--- src/rtl/core/rbfk_wmul.sv ---
// Two-stage wide multiplier: four registered partial products, then a sum.
// Standalone; no package dependency.
`default_nettype none

module rbfk_wmul #(
  parameter int AW = 32,
  parameter int BW = 32
) (
  input  wire logic             clk,
  input  wire logic             en,
  input  wire logic [AW-1:0]    a,
  input  wire logic [BW-1:0]    b,
  output logic      [AW+BW-1:0] p
);

  localparam int AL = (AW + 1) / 2;
  localparam int AH = AW - AL;
  localparam int BL = (BW + 1) / 2;
  localparam int BH = BW - BL;
  localparam int PW = AW + BW;

  logic [AL+BL-1:0] pp_ll_r;
  logic [AL+BH-1:0] pp_lh_r;
  logic [AH+BL-1:0] pp_hl_r;
  logic [AH+BH-1:0] pp_hh_r;
  logic [PW-1:0]    p_r;
  logic [PW-1:0]    p_nxt;

  always_ff @(posedge clk) begin
    if (en) begin
      pp_ll_r <= (AL+BL)'(a[AL-1:0])  * (AL+BL)'(b[BL-1:0]);
      pp_lh_r <= (AL+BH)'(a[AL-1:0])  * (AL+BH)'(b[BW-1:BL]);
      pp_hl_r <= (AH+BL)'(a[AW-1:AL]) * (AH+BL)'(b[BL-1:0]);
      pp_hh_r <= (AH+BH)'(a[AW-1:AL]) * (AH+BH)'(b[BW-1:BL]);
      p_r     <= p_nxt;
    end
  end

  assign p_nxt = PW'(pp_ll_r) + (PW'(pp_lh_r) << BL) + (PW'(pp_hl_r) << AL)
               + (PW'(pp_hh_r) << (AL + BL));

  assign p = p_r;

endmodule

`default_nettype wire

--- config.mk ---
export PLATFORM = sky130hd
export DESIGN_NAME = rbfk_wmul
export DESIGN_NICKNAME = d
export VERILOG_FILES = /design/src/rtl/core/rbfk_wmul.sv
export SDC_FILE = /design/constraint.sdc
export NUM_CORES = 2
export LEC_CHECK = 0
export ABC_AREA = 1
export BUFFER_PORTS_ARGS = -buffer_cell sky130_fd_sc_hd__buf_2
export CAP_MARGIN = 0
export CORE_ASPECT_RATIO = 0.75
export CORE_UTILIZATION = 35
export DETAILED_ROUTE_END_ITERATION = 8
export PLACE_DENSITY = 0.51
export SLEW_MARGIN = 10
export SYNTH_ARGS = -nofsm -noshare
export SYNTH_HDL_FRONTEND = slang
export SYNTH_SLANG_ARGS = --single-unit
export TNS_END_PERCENT = 10
--- constraint.sdc ---
create_clock -name clk -period 7 [get_ports clk]
set_input_delay 0.35 -clock clk [delete_from_list [all_inputs] [get_ports clk]]
set_output_delay 0.35 -clock clk [all_outputs]
set_load 0.01 [all_outputs]
==> results.md <==
Run status:
- The run finished with clean final reports.

Logic synthesis:
- Counting instances in the post-synthesis netlist gives the leading cell types as nand2_1 (1791), inv_1 (1726), fa_1 (809).
- The top cell type by total area after synthesis is fa_1.
- The number of enable-type register cells in the synthesized netlist is around 190.
- Synthesis produced 5999 cells.
- The number of warning messages in the yosys log is 0.
- The most common cell in the synthesized netlist is nand2_1.
- After synthesis, the largest area contributor takes up a little over a third of total cell area.
- The synthesized netlist contains 31 unique library cells.
- The most frequently used flop master after synthesis is edfxtp_1.
- Yosys attributes the largest share of cell area to fa_1 (35%), nand2_1 (15%), inv_1 (14%), edfxtp_1 (12%), ha_1 (12%).
- The share of synthesized area occupied by flip-flops and latches is between 10% and 20%.
- Summing every instance area after synthesis gives 0.0462 mm^2.
- In this run the mean area of a mapped cell was approximately 7.7 um^2.
- The synthesized flop and latch total is between 150 and 200.
- The number of nets in the synthesized netlist is around 7300.
- Counting flops with an async set or reset pin after synthesis yields a share of 0%.

GRT:
- For this run the aggregate overflow at the end of global routing stands at 0.
- The via count of the first global-routing pass is roughly 38000.
- The largest net degree at the start of global routing is 135.
- Global routing used 22.0% of the available tracks across all layers.
- The first global-routing pass estimated approximately 220000 um of wire.
- The initial antenna violation count is 3.

Clock tree:
- The count of hold-fix buffers inserted at cts is 0.
- CTS placed an instance of clkbuf_16 at the clock tree root.
- The total number of H-tree levels is 4.
- The deepest clock path buffer count is 2.
- The number of buffers created by CTS is 17.
- For this design, the sink count on the clock tree is approximately 190.
- The post-CTS resize count is 0.
- TritonCTS built the clock tree.
- The number of setup buffers added after CTS is 0.
- The clock-pin transition on the worst setup and hold timing paths is roughly 0.090 ns.
- For the worst-skew pair, the clock arrives at the later sink with an insertion delay of about 0.52 ns.

Timing:
- Setup total negative slack on the finished layout was measured at 0 ns.
- The count of endpoints failing hold in the final timing report is 0.
- The total count of max-transition violations in the final report is 0.
- The worst path in the final design needs a cycle of between 5 and 6 ns, including I/O delays and setup.
- For the pin with the worst max-slew slack, the measured transition is approximately 1 ns.
- Setup repair after global routing left no endpoint under its margin.
- The headroom to the max-slew limit is 35.0%.
- The number of endpoints failing setup at the final stage is 0.
- The worst path uses between 80% and 90% of the clock period.
- For the final database, setup skew stands at roughly 0.017 ns.
- The achievable frequency is ~0.17 GHz.

Setup path:
- STA puts the critical path data required time at ~7.3 ns.
- In this design, the critical path's most frequently occurring cell is fa_1.
- STA classifies the critical path endpoint as a register.
- The worst setup path is launched from a primary input.
- Across all register-to-register paths, the minimum setup slack is a little under 4 ns.
- In this run the critical register-to-register path is captured at p[49].
- The peak fanout along the critical path is 17.
- The worst register-to-register path begins at pp_ll_r[17].
- The largest stage delay on the critical path is 0.57 ns.
- The worst setup path is of the in2reg kind.
- The worst path arrival time is a little over 6 ns.
- For the worst flop-to-flop path, the logic depth is 14.
- Traced cell by cell, the critical path runs through buf_2 > buf_4 > nand2_1 > fa_1 > inv_1 > fa_1 > fa_1 > fa_1 > fa_1 > inv_1 > fa_1 > inv_1 > ha_1 > nand2_1 > nor2_1 > inv_1 > nor3_1 > nand3_1 > nand4_1 > nand2_1.
- The slowest cell on the critical path is fa_1.

Placed design:
- The half-perimeter wire length after detailed placement is around 120000 um.
- At the end of routability-driven placement, the weighted congestion stood at 0.946.
- The count of buffers added on input and output ports is 129.

Routing:
- The first detailed-routing pass ran for 6 iterations.
- The wire length per cell is about 18 um.
- Wires add up to ~140000 um.
- The number of DRC markers in iteration 0 is around 2700.
- The DRC violation count after routing is 0.
- In this run the remaining antenna-violating nets after routing total 0.
- The routed layout has 36600 vias.
- The via density per instance is around 4.7.

Cells and area:
- For this run, the post-layout net count is 7371.
- Of the cells placed in the final design, the portion with a size suffix greater than 1 is 5.54%.
- Compared with the post-synthesis result, the final layout area differs by 7.57%.
- The filler cells instantiated in the layout total roughly 14000.

Flow run:
- The max-capacitance violation count is 0.

Floorplanning:
- The area of the die is 0.133 mm^2.
- In this run the standard cell core region covers 0.131 mm^2.
- Pin placement for this block handled between 100 and 150 I/O pins.
- For this configuration, the core starts out at a cell density of between 30% and 40%.
- The die is roughly 420 um wide.
- The initialized floorplan defines about 120 standard-cell rows.
- The height of the die is between 300 and 400 um.

Hold path:
- The path with the worst hold slack has its endpoint at pp_lh_r[0].
- The cell count of the worst hold path is 3.
- The path class of the lowest-slack min-delay path is in2reg.
- In this run the most critical hold path is launched from b[16].
[worst max path at each step]
stage	from	slack, ns	end	cells past startpoint
3_3_place_gp	a[23]	0.67	pp_hl_r[25]	20
6_report	a[23]	1.21	pp_hl_r[25]	20
5_1_grt	a[23]	0.95	pp_hl_r[25]	20
3_5_place_dp	a[23]	0.72	pp_hl_r[25]	20
4_1_cts	a[23]	1.32	pp_hl_r[25]	20
2_1_floorplan	a[23]	1.84	pp_hh_r[24]	21
[cell type report]
| type | count | area (um^2) | area share, % |
|---|---|---|---|
| multi-input combinational | 3875 | 33100 | 66.8 |
| clock inverter | 14 | 174 | 0.350 |
| tap | 1755 | 2200 | 4.42 |
| antenna | 2 | 5.00 | 0.0101 |
| sequential | 192 | 5770 | 11.6 |
| clock buffer | 17 | 425 | 0.857 |
| timing repair buffer | 222 | 1420 | 2.85 |
| inverter | 1740 | 6530 | 13.2 |
[flip-flops by register name, indices dropped and copies added, names as in the netlist]
signal and cells:
p 64, pp_hh_r 32, pp_hl_r 32, pp_lh_r 32, pp_ll_r 32
[kinds of logic (layout without fill, tap and decap cells)]
family          Yosys count  in the layout  synth area share, %
compound gates          258            258                 2.99
xor+xnor                 95             95                 1.80
fa+ha+maj              1257           1257                 47.2
buf+inv                1932           1993                 15.7
flops                   192            192                 12.5
other cells               0              2                    0
simple gates           2265           2265                 19.8
[routing by layer]
metal / global-route usage [%] / vias up / share of wire [%]
li1: - / 17500 / -
met5: 0 / - / 0.0092
met3: 2.40 / 87 / 5.5
met2: 34.3 / 921 / 43
met1: 33.3 / 18200 / 50
met4: 3.67 / 2 / 1.4
[critical path, delay by kind of cell]
family | cells | cell delay, ns
and+or+nand+nor | 7 | 1.19
adders and majority gates | 7 | 3.41
buffers and inverters | 6 | 1.11
[cells in the final DEF, fill, tap and decap left out, types with 23 or more instances in the layout]
cell | synthesis | layout
a21oi_1 | 148 | 148
buf_2 | 0 | 128
buf_4 | 0 | 88
edfxtp_1 | 192 | 192
fa_1 | 809 | 809
ha_1 | 448 | 448
inv_1 | 1726 | 1726
nand2_1 | 1791 | 1791
nand2_2 | 25 | 25
nand3_1 | 138 | 138
nand4_1 | 53 | 53
nor2_1 | 174 | 174
nor2_2 | 23 | 23
nor3_1 | 30 | 30
o21ai_0 | 73 | 73
xor2_1 | 76 | 76
[stage by stage]
stage	cell area [um^2]	std cells	hold slack, ns	util [%]	setup WS (ns)
2_1_floorplan	46200	5999	0.400	-	1.84
3_3_place_gp	49100	7784	0.402	37.5	0.673
3_5_place_dp	49100	7784	0.405	37.5	0.716
4_1_cts	49700	7815	0.256	37.9	1.32
5_1_grt	49700	7816	0.288	37.9	0.953
6_report	49700	7817	0.277	37.9	1.21
Power is not shown: default switching activity piles up to over one toggle a cycle in this logic, so the estimate is an artifact.
